<file path="src/pgs_ram.sv">
`timescale 1ns / 1ps
`default_nettype none

module pgs_ram #(
  parameter int Width = 32,
  parameter int Depth = 64
) (
  input  wire logic                     clk_i,
  input  wire logic                     we_i,
  input  wire logic [$clog2(Depth)-1:0] waddr_i,
  input  wire logic [Width-1:0]         wdata_i,
  input  wire logic [$clog2(Depth)-1:0] raddr_i,
  output logic      [Width-1:0]         rdata_o
);

  logic [Width-1:0] mem_q [Depth];
  logic [Width-1:0] rdata_q;

  always_ff @(posedge clk_i) begin
    if (we_i) begin
      mem_q[waddr_i] <= wdata_i;
    end
    rdata_q <= mem_q[raddr_i];
  end

  assign rdata_o = rdata_q;

endmodule

`default_nettype wire

</file>
<file path="config.mk">
export PLATFORM = sky130hd
export DESIGN_NAME = pgs_ram
export DESIGN_NICKNAME = d
export VERILOG_FILES = /design/src/pgs_ram.sv
export SDC_FILE = /design/constraint.sdc
export NUM_CORES = 2
export LEC_CHECK = 0
export ABC_AREA = 1
export BUFFER_PORTS_ARGS = -buffer_cell sky130_fd_sc_hd__buf_2
export CAP_MARGIN = 20
export CORE_UTILIZATION = 29
export DETAILED_ROUTE_END_ITERATION = 10
export PLACE_DENSITY = 0.4
export SYNTH_ARGS = -nofsm -noshare
export SYNTH_HDL_FRONTEND = slang
export SYNTH_SLANG_ARGS = --single-unit
</file>
<file path="constraint.sdc">
create_clock -name clk_i -period 10.94 [get_ports clk_i]
set_input_delay 1.094 -clock clk_i [delete_from_list [all_inputs] [get_ports clk_i]]
set_output_delay 1.094 -clock clk_i [all_outputs]
set_load 0.02 [all_outputs]
</file>
Yosys cells after proc, flatten, opt, wreduce, memory -nomap -nowiden:

Memories as Yosys holds them, arrays and structs flattened. A register that Yosys moved wholly into a read port is not among the register bits.
Index checks and enable logic that the tools add are counted.

* memory bits (read-only): 0
* register bits: 0
* bits in latches: 0
* output and inout bits: 32
* memories: 1
* input bits: 46
* memory bits (writable): 2048

Memory list
* mem_q: words 64, bits a word 32, read ports 1, clocked after memory_dff 1, write ports 1, RTL line 16 `logic [Width-1:0] mem_q [Depth];`

* reductions and logical operators: 0
* div/mod/pow operators: 0
* multipliers: 0
* bitwise gates (word level): 0
* shifts and indexed selects: 0
* muxes and demuxes: 2
* add/sub/neg operators: 0
* eq/ne operators: 0
* $lt $le $gt $ge: 0

Operator list (number)
* 2-to-1 mux 1 bit: 2

Depth between registers and ports, before layout:

* depth after elaboration: 2
* mapped depth: 13
* mapped depth without buffers: 9

Worst setup path before layout:

OpenSTA, ideal clock, no wires.

* kind: input port to flip-flop
* start point: in we_i
* end point: mem mem_q[48][0], enable pin
* setup time: 502 ps
* arrival time: 4722 ps
* data required time: 10438 ps
* cell stages on the path: 3
* setup slack: 5716 ps
* cells stage by stage: clkbuf_1 > nand4_1 > nor4_1

* cells in the longest elaborated chain, start to end: 2

Ends and longest elaborated chain
* start, declared: RTL line 9 `input wire logic we_i,`
* 2-to-1 mux 1 bit: RTL line 20 `if (we_i) begin`
* 2-to-1 mux 1 bit (implied by the code): RTL line 21 `mem_q[waddr_i] <= wdata_i;`
* end, declared: RTL line 16

No other way between the ends.

==> run metrics <==
status finished, final reports clean; Arrival @ worst endpoint 5.06 ns; syn avg cell area 12.2 um2; gr ovfl total 0; Yosys top cell by area edfxtp_1; total wire length 276 mm; CTS tree built; CTS sink cnt 2080; root buffer cell clkbuf_16; number of global-route vias before repair 51300; Final Hold Fails 0; Residual DRC 0; layout cells sized above 1 0.0864; EDFF count, synth 2048; Worst Path Max Fanout 109; leakage 0.0325 uW; via density per instance 4.90; Syn Nets 6815; asr flop ratio synth 0; Clock Latency Late Sink 0.87 ns; largest net degree at the start of global routing 133; Yosys cell types 16; most instantiated library cell after synthesis nand2_1; P&R area growth vs syn 14.3%; CTS H-tree lvls 4; yosys warns 0; top_reg_cell synth edfxtp_1; Slew HR 0.351; post-cts resize count 0; synth top area cells edfxtp_1 (74%), nand3_1 (12%), nand2_1 (10%), buf_2 (1.7%), dfxtp_1 (0.77%); post-route minimum period 4.27 ns; kind of end point of the critical path register; most frequent cells after synthesis nand2_1 (2248), edfxtp_1 (2048), nand3_1 (1907); Core ar. 283000 um2; Setup Buffers After CTS 0; CP peak stage delay 0.77 ns; Initial Utilization 0.292; # setup viols final 0; Req. time, crit path 11.72 ns; initial antenna violation count 17; Synth top area share 0.743; Filler cells 28100; crit start category input port; Die X 536 um; RSZ-0062 raised after global routing false; Synth Cell Area 82700 um2; Worst Hold Slack 0.721 ns; DRT Pass-1 Iters 5; Die ar. 287000 um2; row cnt 195; Final nets 6840; slowest CP cell buf_4; CP top delay family buffers and inverters; Hold Path Class in -> reg; Cells after Synth 6769; max_cap viols 0; achievable frequency 0.234 GHz; type of the worst setup path in -> reg; clock buffer depth 3; maximum VDD drop 187 uV; Avg WL per Cell 25.7 um; chip height 536 um; max-slew violation count 0; crit-path cells buf_8, inv_16, buf_12, buf_4, buf_4, nand2_1, nand3_1, nand3_1, nand2_1, nand2_1, nand3_1, nand3_1, nand2_1; initial drt markers 4398; Clk pin slew, worst setup/hold paths 0.06 ns; Cell Count Post-Placement 10300; GRT Overall Usage 0.190; Seq/Total Area, Yosys 0.751; post-DP HPWL 137 mm; Slew @ Worst Pin 0.967 ns; hold buffers post-CTS 0; P per Cell Area 182 nW/um2; Routed Antenna Nets 0; PortBufs 77; I/O pin count 78; CTS buffer count 231; #FFs+latches synth 2080; Setup TNS 0 ns; Vias 52600; fin cells 10700; CP Buf/Inv Count 5; skew final 0.0293 ns; GP Congestion 0.736; first-pass GRT wire length 393 mm; Final period util 0.391
where the power goes:
part | total (uW) | switching, uW | internal (uW)
Sequential | 8860 | 39.0 | 8820
Combinational | 1040 | 804 | 233
Clock | 7320 | 3160 | 4150
cell type report:
type | count | area, um2 | area share
clock buffers | 334 | 6380 | 0.0675
flip-flops and latches | 2080 | 62100 | 0.657
well taps | 3743 | 4680 | 0.0495
clock inverters | 94 | 639 | 0.00676
inverters | 12 | 86.3 | 0.000913
diodes | 5 | 12.5 | 0.000132
repair buffers | 241 | 1850 | 0.0195
multi-input cells | 4228 | 18800 | 0.199
cells in the final DEF, fill, tap and decap left out, drive strengths merged, types with 9 or more instances in the layout:
master  synthesis  final
nand2        2248   2248
edfxtp       2048   2048
nand3        1907   1907
clkbuf         77    335
buf           372    240
clkinv          0     82
nor2           56     56
dfxtp          32     32
inv            12     15
nand4           9      9
metrics by stage:
stage | worst slack, ns | power, uW | util | cell area [um2]
after global routing | 6.43 | 17800 | 0.334 | 94600
final | 6.67 | 17200 | 0.334 | 94600
after CTS | 6.60 | 17400 | 0.334 | 94600
after global placement | 5.65 | 10100 | 0.309 | 87500
after floorplan | 5.72 | 9570 | - | 82700
after detailed placement | 5.68 | 10100 | 0.309 | 87500
worst register-to-register path, delay by kind of cell (launching register included):
family,cells,cell delay (ns)
and+or+nand+nor,8,1.21
DFF,1,0.36
logic make-up after synthesis:
| kind of cell | count (synthesis) | synth area share |
|---|---|---|
| simple gates | 4228 | 0.221 |
| flops | 2080 | 0.751 |
| buf+inv | 461 | 0.0278 |
final timing paths:
kind,start,end,slack (ns),cells after the start
max reg2reg,mem_q[51][19],rdata_o[19],9.21,8
min,waddr_i[1],mem_q[53][4],0.72,2
min reg2reg,mem_q[14][7],rdata_o[7],0.81,8
max,raddr_i[0],rdata_o[3],6.67,13
sequential cells by signal, summed over array words and instances, names as in the netlist:
register and count:
rdata_o 32, mem_q 2048
layer usage:
layer,GRT usage,wire [um],vias to the layer above
met4,0.0455,5550,0
met5,0,0,-
li1,-,-,24200
met2,0.323,135000,1240
met3,0.0220,11300,334
met1,0.259,124000,26800
Power figures use the tool's default switching activity.
