### src/pgs_pkg.sv
`timescale 1ns / 1ps
`default_nettype none

package pgs_pkg;

  localparam int NODES = 64;
  localparam int AW = $clog2(NODES);
  localparam int CW = $clog2(NODES + 1);

  localparam int SQRT_STEPS = 32;
  localparam int DIV_STEPS = 31;
  localparam int STEP_W = 6;

  localparam logic [1:0] REG_GAIN = 2'd0;
  localparam logic [1:0] REG_DT = 2'd1;
  localparam logic [1:0] REG_COUNT = 2'd2;

  localparam logic [15:0] GAIN_RESET = 16'd6554;
  localparam logic [15:0] DT_RESET = 16'd6554;
  localparam logic [6:0] COUNT_RESET = 7'd50;

  localparam logic [31:0] POS_MAX = 32'h7fff_ffff;
  localparam logic [31:0] NEG_MAX = 32'h8000_0000;

  typedef enum logic {
    OP_SQRT,
    OP_DIV
  } iter_op_e;

  typedef struct packed {
    logic        start;
    iter_op_e    op;
    logic [64:0] num;
    logic [63:0] den;
    logic [30:0] low;
  } iter_req_t;

  typedef struct packed {
    logic        busy;
    logic        done;
    logic [31:0] res;
  } iter_rsp_t;

  typedef struct packed {
    logic [31:0] px;
    logic [31:0] py;
    logic [31:0] vx;
    logic [31:0] vy;
    logic [7:0]  r;
  } body_t;

  typedef struct packed {
    logic [31:0] fx;
    logic [31:0] fy;
  } force_t;

  function automatic logic [31:0] sat32(input logic signed [33:0] v);
    logic [31:0] res;
    if ((v[33] == v[32]) && (v[32] == v[31])) begin
      res = v[31:0];
    end else if (v[33]) begin
      res = NEG_MAX;
    end else begin
      res = POS_MAX;
    end
    return res;
  endfunction

  function automatic logic [31:0] abs32(input logic [31:0] v);
    logic [31:0] res;
    res = v[31] ? 32'(-v) : v;
    return res;
  endfunction

  // Product of a magnitude and the time step, given its sign and floored to Q16.16.
  function automatic logic signed [32:0] scale_floor(input logic neg, input logic [63:0] m);
    logic [32:0] t;
    logic signed [32:0] res;
    t = {1'b0, m[47:16]} + 33'(neg && (m[15:0] != 16'd0));
    res = neg ? $signed(-t) : $signed(t);
    return res;
  endfunction

endpackage

`default_nettype wire

### src/pgs_mul.sv
`timescale 1ns / 1ps
`default_nettype none

module pgs_mul import pgs_pkg::*; (
  input  wire logic        clk_i,
  input  wire logic [31:0] a_i,
  input  wire logic [31:0] b_i,
  output logic      [63:0] p_o
);

  logic [63:0] p_q;

  always_ff @(posedge clk_i) begin
    p_q <= 64'(a_i) * 64'(b_i);
  end

  assign p_o = p_q;

endmodule

`default_nettype wire

### config.mk
export PLATFORM = sky130hd
export DESIGN_NAME = pgs_mul
export DESIGN_NICKNAME = d
export VERILOG_FILES = /design/src/pgs_pkg.sv /design/src/pgs_mul.sv
export SDC_FILE = /design/constraint.sdc
export NUM_CORES = 2
export LEC_CHECK = 0
export ABC_AREA = 1
export BUFFER_PORTS_ARGS = -buffer_cell sky130_fd_sc_hd__clkbuf_2
export CAP_MARGIN = 25
export CORE_ASPECT_RATIO = 1.75
export CORE_MARGIN = 1
export CORE_UTILIZATION = 50
export DETAILED_ROUTE_END_ITERATION = 10
export PLACE_DENSITY = 0.77
export REMOVE_ABC_BUFFERS = 1
export SYNTH_ARGS = -nofsm -noshare
export SYNTH_HDL_FRONTEND = slang
export SYNTH_SLANG_ARGS = --single-unit
### constraint.sdc
create_clock -name clk_i -period 6.6 [get_ports clk_i]
set_input_delay 0.99 -clock clk_i [delete_from_list [all_inputs] [get_ports clk_i]]
set_output_delay 0.99 -clock clk_i [all_outputs]
set_load 0.02 [all_outputs]
**After elaboration in Yosys (flattened, before gate mapping)**

Cells that the tools add are included.

- Latch bits: 0
- RAM bits: 0
- Memories: 0
- Input bits: 65
- Register bits: 64
- ROM bits: 0

- Eq/ne operators: 0
- Multipliers: 1
- Bitwise gates (word level): 0
- $add $sub $neg: 0
- Magnitude comparators: 0
- Shifts and indexed selects: 0
- Reductions and logical operators: 0
- Div/mod/pow operators: 0
- Mux-type cells: 0

Operator list:

| kind | count |
|---|---|
| $mul A32 B32 Y64 | 1 |

**Logic depth before layout (Yosys ltp)**

- Depth after elaboration: 1
- Gate-level depth with buffers: 30
- Gate-level depth less buffers: 29

**Least setup slack after synthesis**

Ideal clock, no wire load.

- Kind: input-to-reg
- Start: input a_i[25]
- End: register p_q[60], in the netlist p_o[60]
- Buffers on the path: 1
- Setup time: 0.112 ns
- Stages on the path: 26
- Arrival: 6.692 ns
- Slack: -0.204 ns
- Cell sequence: clkbuf_1 > nand2_1 > fa_1 > inv_1 > fa_1 > inv_1 > fa_1 > inv_1 > fa_1 > fa_1 > fa_1 > fa_1 > inv_1 > fa_1 > inv_1 > ha_1 > nand2_1 > nand2_1 > a21oi_1 > nand2_1 > nand2_1 > nand2_1 > a21oi_1 > nand2_1 > nand2_1 > nand2_1

- Cells in the longest elaborated chain, start to end: 1

Ends and longest elaborated chain:

| element | RTL line | text |
|---|---|---|
| start, declared | pgs_mul.sv:6 | `input wire logic [31:0] a_i,` |
| $mul A32 B32 Y64 | pgs_mul.sv:14 | `p_q <= 64'(a_i) * 64'(b_i);` |
| end signal, assigned | pgs_mul.sv:14 |  |
| end, declared | pgs_mul.sv:11 | `logic [63:0] p_q;` |

No other way between the ends.

**Worst setup path in the final report**

- Start: input a_i[17]
- End: register p_q[61], in the netlist p_o[61]

Same word-level chain as after synthesis.

==> key figures <==
Run status
  • Outcome: finished, violations left
  • Failing checks: negative setup slack

Finish
  • Max reg flops: 64
  • Share of layout cells above drive strength 1: around 23%
  • NumNets Final: about 6,700
  • Synthesis-to-finish area growth: 25.6%
  • Post-Layout Cell Count: 6,416
  • Final Cell Area: 47,000 um^2

Place
  • Placed Cells: ~6,300
  • HPWL Detailed: approximately 100,000 um
  • GPL Wtd Cong: approximately 1.0
  • Placed Area: 42,200 um^2
  • # port buffers: roughly 130

CTS
  • Sinks on the clock net: 64
  • Max Root-Sink Buffers: 2
  • Hold-fix buffers at CTS: 0
  • Worst-path clk slew: 0.06 ns
  • CTS H-tree depth: 3
  • Cts bufs inserted: 9
  • Root Buffer: clkbuf_16
  • CTS tree: done

Logic synthesis
  • Yosys warning total: 0
  • Synth area leaders: fa_1 (48%), inv_1 (17%), nand2_1 (16%)
  • Library cells used by synthesis: 23
  • Synth top area share: a little under half
  • #FFs+latches synth: 64
  • Cell taking the most area after synthesis: fa_1
  • Avg Cell Area, Syn: 7.45 um^2
  • Register area share after synthesis: 3.43%
  • Post-Syn Area: roughly 37,000 um^2
  • Mapped Cells: ~5,000

Floorplan
  • Row cnt: around 130
  • Die height: around 360 um
  • Die area: approximately 76,000 um^2
  • Starting Density: 50.5%
  • Die X: approximately 210 um
  • I/O pin count: between 100 and 150
  • Core area: around 74,000 um^2

Timing
  • Least-Margin Pin Slew: between 0.3 and 0.4 ns
  • Pins over their slew limit: 0
  • Setup TNS: -16.29 ns
  • Period Utilization, post-route: 107%
  • Rel. slew slack: between 70% and 80%
  • Hold Vio Cnt, Final: 0
  • Fmax: roughly 140 MHz
  • Minimum clock period: a little over 7 ns
  • Worst setup margin: -0.454 ns
  • RSZ-0062 raised after global routing: true
  • Final setup fails: between 40 and 50

Hold path
  • Hold EP: p_o[0]
  • Hold Path Cell Cnt: 4
  • Worst hold path type: in2reg
  • HP Start: b_i[0]

Worst setup path
  • Critical path class: in2reg
  • Top Family by Delay on Critical Path: adder cells
  • CP arrival: 7.31 ns
  • Largest stage delay on the critical path: between 0.6 and 0.7 ns
  • Slowest cell on the critical path: fa_1
  • Worst setup SP type: input pin
  • Critical Path End Type: flop
  • CP Max Fanout: 7
  • Worst Path Required: a little under 7 ns
  • Worst path buffer plus inverter count: 8

Routing
  • Average wire per standard cell: 21.8 um
  • Routed wire length: around 140,000 um
  • First drt pass iteration count: 5
  • Iter 0 DRT Violations: about 2,700
  • Vias: 34,008
  • Post-route ant nets: 0
  • DR DRC count: 0
  • Post-DR vias/cell: 5.30

GRT
  • First-pass GRT wire length: 186,000 um
  • Gr ovfl total: 0
  • Largest net degree at the start of global routing: 33
  • Initial antenna violation count: 1
  • GRT Overall Usage: 32.4%
  • Vias in the first global route: 35,715

Flow run
  • Max Cap Viol: 0
## worst max path at each step
stage                        from  endpoint  cells after the start
after CTS                 a_i[13]   p_o[34]                     27
after global placement    a_i[22]   p_o[41]                     25
after floorplan           a_i[26]   p_o[60]                     25
final                     a_i[17]   p_o[61]                     26
after detailed placement   b_i[5]   p_o[25]                     26
after global routing      a_i[17]   p_o[61]                     26
## cell usage after synthesis (all sizes together)
library cell	number
inv	1735
nand2	1581
fa	896
ha	263
clkbuf	192
nor2	101
nand3	65
dfxtp	64
a21oi	43
xor2	33
nor3	18
nand4	16
o21bai	12
o21ai	2
xnor2	2
## per-stage QoR
step                util, %  hold slack [ns]  setup slack, ns
floorplan                 -             1.08           0.0892
CTS                    59.5             1.06           -0.232
detailed placement     57.0             1.41           -0.941
global route           63.5             1.08           -0.687
finish                 63.5             1.07           -0.454
global placement       57.0             1.41           -0.887
## logic make-up (layout without fill, tap and decap cells)
family | Yosys count | after routing | share of synthesized area (%)
fa+ha+maj | 1159 | 1159 | 56.8
buf+inv | 1927 | 2379 | 19.3
compound gates | 57 | 57 | 0.853
xor+xnor | 35 | 35 | 0.820
other cells | 0 | 3 | 0
simple gates | 1781 | 1781 | 18.8
flops | 64 | 64 | 3.43
## timing repair
action / 4_1_cts / 5_1_grt
setup endpoints to repair: 52 / 53
pin swaps: 108 / 275
setup buffers: 14 / 57
gates resized for setup: 305 / 618
gates cloned: 8 / 23
## cells in the final DEF (no fill, tap or decap), types with 34 or more instances in the layout
| cell type | n |
|---|---|
| buf_12 | 65 |
| buf_4 | 326 |
| buf_6 | 87 |
| clkbuf_16 | 34 |
| clkbuf_2 | 86 |
| dfxtp_1 | 64 |
| fa_1 | 822 |
| fa_2 | 74 |
| ha_1 | 214 |
| ha_4 | 44 |
| inv_1 | 1614 |
| inv_2 | 114 |
| nand2_1 | 1357 |
| nand2_2 | 163 |
| nand2_4 | 58 |
| nor2_1 | 43 |
| nor2_4 | 42 |
## routing by layer
| metal | track usage [%] | part of all wire [%] | vias to the layer above |
|---|---|---|---|
| met5 | 0 | 0.018 | - |
| met4 | 27.3 | 12 | 4 |
| met3 | 3.84 | 8.7 | 897 |
| met2 | 58.9 | 50 | 1994 |
| met1 | 33.0 | 29 | 16581 |
| li1 | - | - | 14532 |
## cell type report
type                    instances  area (um^2)
clock inverters                 6          115
repair buffers                628         6370
clock buffers                  10          239
flip-flops and latches         64         1280
well taps                     938         1170
multi-input cells            3032        31300
diodes                          3         7.51
inverters                    1735         6530
fillers                      5741        27000
Power is not shown: default switching activity piles up to over one toggle a cycle in this logic, so the estimate is an artifact.
