`src/pgs_pkg.sv`:
```
`timescale 1ns / 1ps
`default_nettype none

package pgs_pkg;

  localparam int NODES = 64;
  localparam int AW = $clog2(NODES);
  localparam int CW = $clog2(NODES + 1);

  localparam int SQRT_STEPS = 32;
  localparam int DIV_STEPS = 31;
  localparam int STEP_W = 6;

  localparam logic [1:0] REG_GAIN = 2'd0;
  localparam logic [1:0] REG_DT = 2'd1;
  localparam logic [1:0] REG_COUNT = 2'd2;

  localparam logic [15:0] GAIN_RESET = 16'd6554;
  localparam logic [15:0] DT_RESET = 16'd6554;
  localparam logic [6:0] COUNT_RESET = 7'd50;

  localparam logic [31:0] POS_MAX = 32'h7fff_ffff;
  localparam logic [31:0] NEG_MAX = 32'h8000_0000;

  typedef enum logic {
    OP_SQRT,
    OP_DIV
  } iter_op_e;

  typedef struct packed {
    logic        start;
    iter_op_e    op;
    logic [64:0] num;
    logic [63:0] den;
    logic [30:0] low;
  } iter_req_t;

  typedef struct packed {
    logic        busy;
    logic        done;
    logic [31:0] res;
  } iter_rsp_t;

  typedef struct packed {
    logic [31:0] px;
    logic [31:0] py;
    logic [31:0] vx;
    logic [31:0] vy;
    logic [7:0]  r;
  } body_t;

  typedef struct packed {
    logic [31:0] fx;
    logic [31:0] fy;
  } force_t;

  function automatic logic [31:0] sat32(input logic signed [33:0] v);
    logic [31:0] res;
    if ((v[33] == v[32]) && (v[32] == v[31])) begin
      res = v[31:0];
    end else if (v[33]) begin
      res = NEG_MAX;
    end else begin
      res = POS_MAX;
    end
    return res;
  endfunction

  function automatic logic [31:0] abs32(input logic [31:0] v);
    logic [31:0] res;
    res = v[31] ? 32'(-v) : v;
    return res;
  endfunction

  // Product of a magnitude and the time step, given its sign and floored to Q16.16.
  function automatic logic signed [32:0] scale_floor(input logic neg, input logic [63:0] m);
    logic [32:0] t;
    logic signed [32:0] res;
    t = {1'b0, m[47:16]} + 33'(neg && (m[15:0] != 16'd0));
    res = neg ? $signed(-t) : $signed(t);
    return res;
  endfunction

endpackage

`default_nettype wire

```
`src/pgs_iter.sv`:
```
`timescale 1ns / 1ps
`default_nettype none

module pgs_iter import pgs_pkg::*; (
  input  wire logic      clk_i,
  input  wire logic      rst_ni,
  input  wire iter_req_t req_i,
  output iter_rsp_t      rsp_o
);

  logic              busy_q;
  logic              done_q;
  iter_op_e          op_q;
  logic [STEP_W-1:0] cnt_q;
  logic [64:0]       acc_q;
  logic [63:0]       root_q;
  logic [63:0]       bit_q;
  logic [63:0]       den_q;
  logic [30:0]       low_q;

  logic [63:0] sq_t;
  logic        sq_ge;
  logic [64:0] dv_rem;
  logic        dv_ge;

  assign sq_t = root_q + bit_q;
  assign sq_ge = acc_q[63:0] >= sq_t;
  assign dv_rem = {acc_q[63:0], low_q[30]};
  assign dv_ge = dv_rem >= {1'b0, den_q};

  always_ff @(posedge clk_i or negedge rst_ni) begin
    if (!rst_ni) begin
      busy_q <= 1'b0;
      done_q <= 1'b0;
      op_q <= OP_SQRT;
      cnt_q <= '0;
    end else begin
      done_q <= 1'b0;
      if (req_i.start && !busy_q) begin
        busy_q <= 1'b1;
        op_q <= req_i.op;
        acc_q <= req_i.num;
        den_q <= req_i.den;
        low_q <= req_i.low;
        root_q <= '0;
        bit_q <= 64'h4000_0000_0000_0000;
        cnt_q <= (req_i.op == OP_SQRT) ? STEP_W'(SQRT_STEPS - 1) : STEP_W'(DIV_STEPS - 1);
      end else if (busy_q) begin
        unique case (op_q)
          OP_SQRT: begin
            if (sq_ge) begin
              acc_q <= {1'b0, acc_q[63:0] - sq_t};
              root_q <= (root_q >> 1) + bit_q;
            end else begin
              root_q <= root_q >> 1;
            end
            bit_q <= bit_q >> 2;
          end
          OP_DIV: begin
            acc_q <= dv_ge ? (dv_rem - {1'b0, den_q}) : dv_rem;
            root_q <= {root_q[62:0], dv_ge};
            low_q <= {low_q[29:0], 1'b0};
          end
          default: begin
            root_q <= root_q;
          end
        endcase
        if (cnt_q == '0) begin
          busy_q <= 1'b0;
          done_q <= 1'b1;
        end else begin
          cnt_q <= cnt_q - STEP_W'(1);
        end
      end
    end
  end

  assign rsp_o.busy = busy_q;
  assign rsp_o.done = done_q;
  assign rsp_o.res = root_q[31:0];

endmodule

`default_nettype wire

```
`config.mk`:
```
export PLATFORM = sky130hd
export DESIGN_NAME = pgs_iter
export DESIGN_NICKNAME = d
export VERILOG_FILES = /design/src/pgs_pkg.sv /design/src/pgs_iter.sv
export SDC_FILE = /design/constraint.sdc
export NUM_CORES = 1
export LEC_CHECK = 0
export BUFFER_PORTS_ARGS = -buffer_cell sky130_fd_sc_hd__buf_2
export CAP_MARGIN = 20
export CORE_UTILIZATION = 35
export DETAILED_ROUTE_END_ITERATION = 8
export GPL_TIMING_DRIVEN = 0
export HOLD_SLACK_MARGIN = 0.06
export PLACE_DENSITY = 0.48
export REMOVE_ABC_BUFFERS = 1
export SKIP_LAST_GASP = 1
export SYNTH_ARGS = -nofsm -noshare
export SYNTH_HDL_FRONTEND = slang
export SYNTH_SLANG_ARGS = --single-unit
export TNS_END_PERCENT = 1
```
`constraint.sdc`:
```
create_clock -name clk_i -period 11.5 [get_ports clk_i]
set_clock_uncertainty 0.05 [all_clocks]
set_input_delay 2.3 -clock clk_i [delete_from_list [all_inputs] [get_ports clk_i]]
set_output_delay 2.3 -clock clk_i [all_outputs]
set_load 0.005 [all_outputs]
```
# Word-level counts from Yosys, hierarchy flattened
# Index checks and enable logic that the tools add are counted.
word_totals:
  latch_bits: 0
  regBits: 296
  rom_bits: 0
  input_bits: 164
  elab_cells: 51
  ram_bits: 0
  n_memories: 0
op_classes:
  n_eq_ne: 2
  mux: 23
  shift: 0
  multipliers: 0
  bitwise: 1
  div_mod_pow: 0
  addsub: 5
  n_reduce_logical: 9
  n_lt_le_gt_ge: 2
ops:
  columns: ["op", "count"]
  rows:
  - ["2-to-1 mux 64 bit", 8]
  - ["case mux 64 bit (2 select lines)", 2]
  - ["subtractor 64 bit", 2]
  - ["2-to-1 mux 31 bit", 3]
  - ["greater-or-equal comparator 65 x 64 -> 1 bit", 1]
  - ["adder 63 x 64 -> 64 bit", 1]
  - ["adder 64 bit", 1]
  - ["greater-or-equal comparator 64 bit", 1]
  - ["2-to-1 mux 6 bit", 3]
  - ["2-to-1 mux 1 bit", 7]
  - ["zero test 6 bit", 1]
  - ["AND reduction 3 bit", 2]
  - ["subtractor 6 x 1 -> 6 bit (second input constant)", 1]
  - ["AND reduction 2 bit", 2]
  - ["nonzero test 2 bit", 2]
  - ["inequality test 3 bit (second input constant)", 1]
  - ["inequality test 2 bit (second input constant)", 1]
  - ["logical AND 1 bit", 1]
  - ["zero test 1 bit", 1]
  - ["inverter 1 bit", 1]

# Longest topological paths before layout
depth:
  ltp_word: 6
  mapped_depth: 28
  ltp_nobuf: 26

# Worst setup path before layout
# OpenSTA, ideal clock, no wires.
synth_path:
  kind: "reg2reg"
  startpoint: "reg root_q[0]"
  endpoint: "reg acc_q[0] (enable)"
  arrival_ns: 9.900
  period_less_slack_ns: 10.528
  required_time_ns: 10.872
  path_stages_with_launch: 26
  setup_ns: 0.578
  path_slack_ns: 0.972
  cell_sequence: "edfxtp_1 ha_1 inv_1 fa_1 nor2b_1 o21ai_0 o21ai_0 a221oi_1 o31ai_2 and2_1 o21ai_1 a311o_1 a311oi_2 a221oi_1 xor2_1 ha_1 nand3_1 or3_1 or2_1 o21a_1 nor3b_1 o2111a_1 a21oi_2 nor2_1 buf_2 nor3b_1"
synth_between:
  elab_chain_cells: 4
synth_lines:
  columns: ["element", "line", "rtl"]
  rows:
  - ["from (decl)", "pgs_iter.sv:16", "logic [63:0] root_q;"]
  - ["from (signal assigned)", "pgs_iter.sv:53", "root_q <= (root_q >> 1) + bit_q;"]
  - ["from (signal assigned)", "pgs_iter.sv:55", "root_q <= root_q >> 1;"]
  - ["from (signal assigned)", "pgs_iter.sv:61", "root_q <= {root_q[62:0], dv_ge};"]
  - ["adder 64 bit", "pgs_iter.sv:26", "assign sq_t = root_q + bit_q;"]
  - ["greater-or-equal comparator 64 bit", "pgs_iter.sv:27", "assign sq_ge = acc_q[63:0] >= sq_t;"]
  - ["inequality test 3 bit (no line)", null, null]
  - ["AND reduction 3 bit (no line)", null, null]
  - ["to (signal assigned)", "pgs_iter.sv:42", "acc_q <= req_i.num;"]
  - ["to (signal assigned)", "pgs_iter.sv:52", "acc_q <= {1'b0, acc_q[63:0] - sq_t};"]
  - ["to (signal assigned)", "pgs_iter.sv:60", "acc_q <= dv_ge ? (dv_rem - {1'b0, den_q}) : dv_rem;"]
  - ["to (decl)", "pgs_iter.sv:15", "logic [64:0] acc_q;"]
# Every way passes these cells.
# A chain may end at the register's enable or synchronous reset.

# Final worst setup path
# Ends and elaborated chain as after synthesis.

==> reports/summary.md <==
Die boundary height: 291 um. Along the worst path, the maximum fanout reaches 27. The routed length per instance is 20.5 um. The run gives 0.59 ns as the worst-skew pair later-pin latency. The final number of max-transition violations is 0, and the worst-margin pin slew is 0.946 ns.

The run gives 4060 as the net total in the final layout. The run gives 0 as the number of buffers added for setup after CTS. Overflow left after global routing: 0. The path class of the tightest hold or removal check is register to register. CTS placed an instance of clkbuf_16 at the clock tree root. The routed design has 97.3 mm of wire. Synthesis inferred 296 register bits.

The post-detailed-route via-to-cell ratio works out to 5.64. The number of gates resized after CTS was 0. Once the floorplan was initialized, standard cells occupied 35.5% of the core. The floorplan step defined a die boundary enclosing 84900 um^2. The origin of the worst min-delay path was cnt_q[5]. The antenna violation net count after detailed routing is 0, and the count of hold-fix buffers inserted at cts is 0.

The synthesized design contains 287 enable-type register cells. The clock buffer count from CTS is 41, and the relative slew slack is 36.9%. Setup repair after global routing left no endpoint under its margin. Of the synthesized area, sequential elements account for 30.2%. The number of hold-slack violations in the final timing report is 0.

The layout-stage area growth over the synthesis result is 10.9%, and the fraction of layout cells with a size suffix above 1 is 9.36%. The via count of the first global-routing pass was 25735; the deepest clock path buffer count was 3. After synthesis, the cell types taking the most area are edfxtp_1 29%, ha_1 11%, nand2_1 6.7%. In the routed design, unresolved DRC markers number 0. The tools report the total of fill cells in the finished design as 8653. The reg-to-reg critical path startpoint is root_q[0].

The fraction of synthesized cell area taken by the top area cell type is 29.4%. Detailed placement finished with a half-perimeter wire length of 75.9 mm. The synthesized area per cell was 8.15 um^2; the number of clock sinks was 296. The arrival time of data at the critical path endpoint is 9.17 ns, and the via count is 26721. The number of standard cells in the final layout excluding fillers was 4736. For this run, the slowest stage of the critical path takes 0.66 ns. The worst setup path category is register to register. For the pin count of the biggest net entering global routing, the log shows 94. The logs give 11.74 ns for the worst endpoint required time and 105 for the number of rows created at floorplan. The first global-routing pass estimated 151 mm of wire. Primary flip-flop cell chosen by synthesis mapping: edfxtp_1. Across the run, the number of max-cap violations was 0. The most critical setup path has its startpoint at root_q[0].

Of all cell types, the one taking the most synthesized area is edfxtp_1. Buffers placed on the I/O ports in this run total 196. The startpoint class of the critical path is a register.

The synthesized instance count came out at 3596. Global routing used 22.4% of the available tracks across all layers. TritonCTS built the clock tree. The detailed router finished its first iteration with 1925 violations.

The width of the die works out to 291 um. The length of the first detailed-routing pass in iterations is 6. The run finished with clean final reports. The number of placed instances, taps included, is 4664.

The worst-path cell with the longest stage delay is a21oi_4. The clock slew seen by the registers of the worst setup and hold paths works out to 0.06 ns. The repair_antennas step left the layout with diodes totalling 0.

The run gives 0 as the synthesis warning total. The most numerous cell type found on the critical path is buf_6. The netlist uses 98 different library cells.

The post-route minimum period is 8.93 ns. Pin placement for this block handled 198 I/O pins. The initial antenna violation count is 0, and the post-synthesis cell area is 29300 um^2.

After synthesis, the share of flip-flops with an asynchronous set or reset is 3.04%. Static timing analysis puts the maximum clock frequency at 112 MHz. The tools report the total of endpoints with negative setup slack in the final report as 0.

Element type at the critical path end: a register. The post-route clock period utilization is 77.7%, and the area of the core is 82500 um^2. The placer congestion estimate is 0.890, and the number of H-tree levels is 2.
-- final timing paths --
path / end / slack [ns] / depth (start not counted)
max: acc_q[0] / 2.57 / 31
min: cnt_q[5] / 0.44 / 1
max reg2reg: acc_q[0] / 2.57 / 31
min reg2reg: cnt_q[5] / 0.44 / 1
max in group asynchronous: op_q / 9.20 / 1
min in group asynchronous: op_q / 1.69 / 1
-- cell families (layout without fill, tap and decap cells) --
family	after synthesis	after routing	synth area share (%)
buffers and inverters	370	440	5.31
multiplexers	37	37	1.28
AND/OR/NAND/NOR	1145	1145	17.7
flip-flops	296	296	30.2
AO/OA/AOI/OAI	1259	1259	27.5
adder cells (fa/ha/maj)	259	259	11.2
XOR/XNOR	230	230	6.87
-- cell usage in the layout, fill, tap and decap left out, types with 14 or more instances in the layout --
cell type  synthesis  final
nor2b_1           33     33
ha_1             255    255
buf_2             22    195
nor2_1           231    227
edfxtp_1         287    287
o21ai_1           40     39
and2_1            15     15
nand2b_1          38     38
nand2_1          525    523
a22oi_1           26     26
o211ai_1          52     52
a31oi_1           36     36
mux2i_1           32     32
nor4_1            14     14
a22o_1            16     16
a211oi_1          36     36
xor2_1           103    103
o31ai_1           16     16
a21o_1           124    124
inv_1            146    145
nand3_1           64     64
a21oi_1          384    384
and3_1            29     28
clkbuf_16          0     43
nor3_1            57     57
o21bai_1          35     35
nand4_1           68     68
o21ai_0          278    278
xnor2_1          127    127
o21a_1            40     39
or3_1             15     15
-- cells in the mapped netlist, types with 52 or more instances --
master    number
xnor2_1      127
o21ai_0      278
a21o_1       124
a21oi_1      384
edfxtp_1     287
inv_1        146
nand2_1      525
nor3_1        57
ha_1         255
nor2_1       231
nand3_1       64
clkbuf_1     159
xor2_1       103
nand4_1       68
o211ai_1      52
-- layout make-up --
type | count | area [um^2] | share of cell area, %
Clock inverter | 23 | 209 | 0.643
Inverter | 146 | 548 | 1.69
Sequential cell | 296 | 8850 | 27.2
Clock buffer | 49 | 1120 | 3.44
Tap cell | 1070 | 1340 | 4.12
Timing Repair Buffer | 222 | 1460 | 4.50
Multi-Input combinational cell | 2930 | 19000 | 58.4
-- sequential cells by signal, summed over array words and instances, names as in the netlist --
register,count
acc_q,64
bit_q,64
den_q,64
root_q,64
low_q,31
cnt_q,6
busy_q,1
done_q,1
op_q,1
-- layer usage --
metal	track usage (%)	vias up	wire, um
li1	-	13391	-
met1	33.5	12596	49400
met2	34.0	629	41300
met3	2.34	105	4110
met4	6.14	0	2510
met5	0	-	0
-- stage by stage --
stage / setup slack [ns] / hold WS (ns) / setup TNS (ns) / utilization [%] / instance area [um^2]
global route: 1.98 / 0.453 / 0 / 39.4 / 32500
CTS: 2.49 / 0.440 / 0 / 39.4 / 32500
floorplan: -1.18 / 0.397 / -75.35 / - / 28300
global placement: -9.42 / 0.417 / -674.57 / 37.1 / 30600
detailed placement: 2.54 / 0.427 / 0 / 37.8 / 31200
finish: 2.57 / 0.438 / 0 / 39.4 / 32500
-- critical path, delay by kind of cell, from the launching register on --
kind | cells | cell delay (ns)
AOI/OAI and AO/OA | 11 | 3.20
and+or+nand+nor | 8 | 2.06
xor gates and xnor gates | 1 | 0.20
buffers and inverters | 8 | 1.54
DFF | 1 | 0.42
adders and majority gates | 3 | 1.07
Power is left out: the tool's default activity adds up to more than one toggle a clock period on the data nets, which glitch-free logic cannot reach.
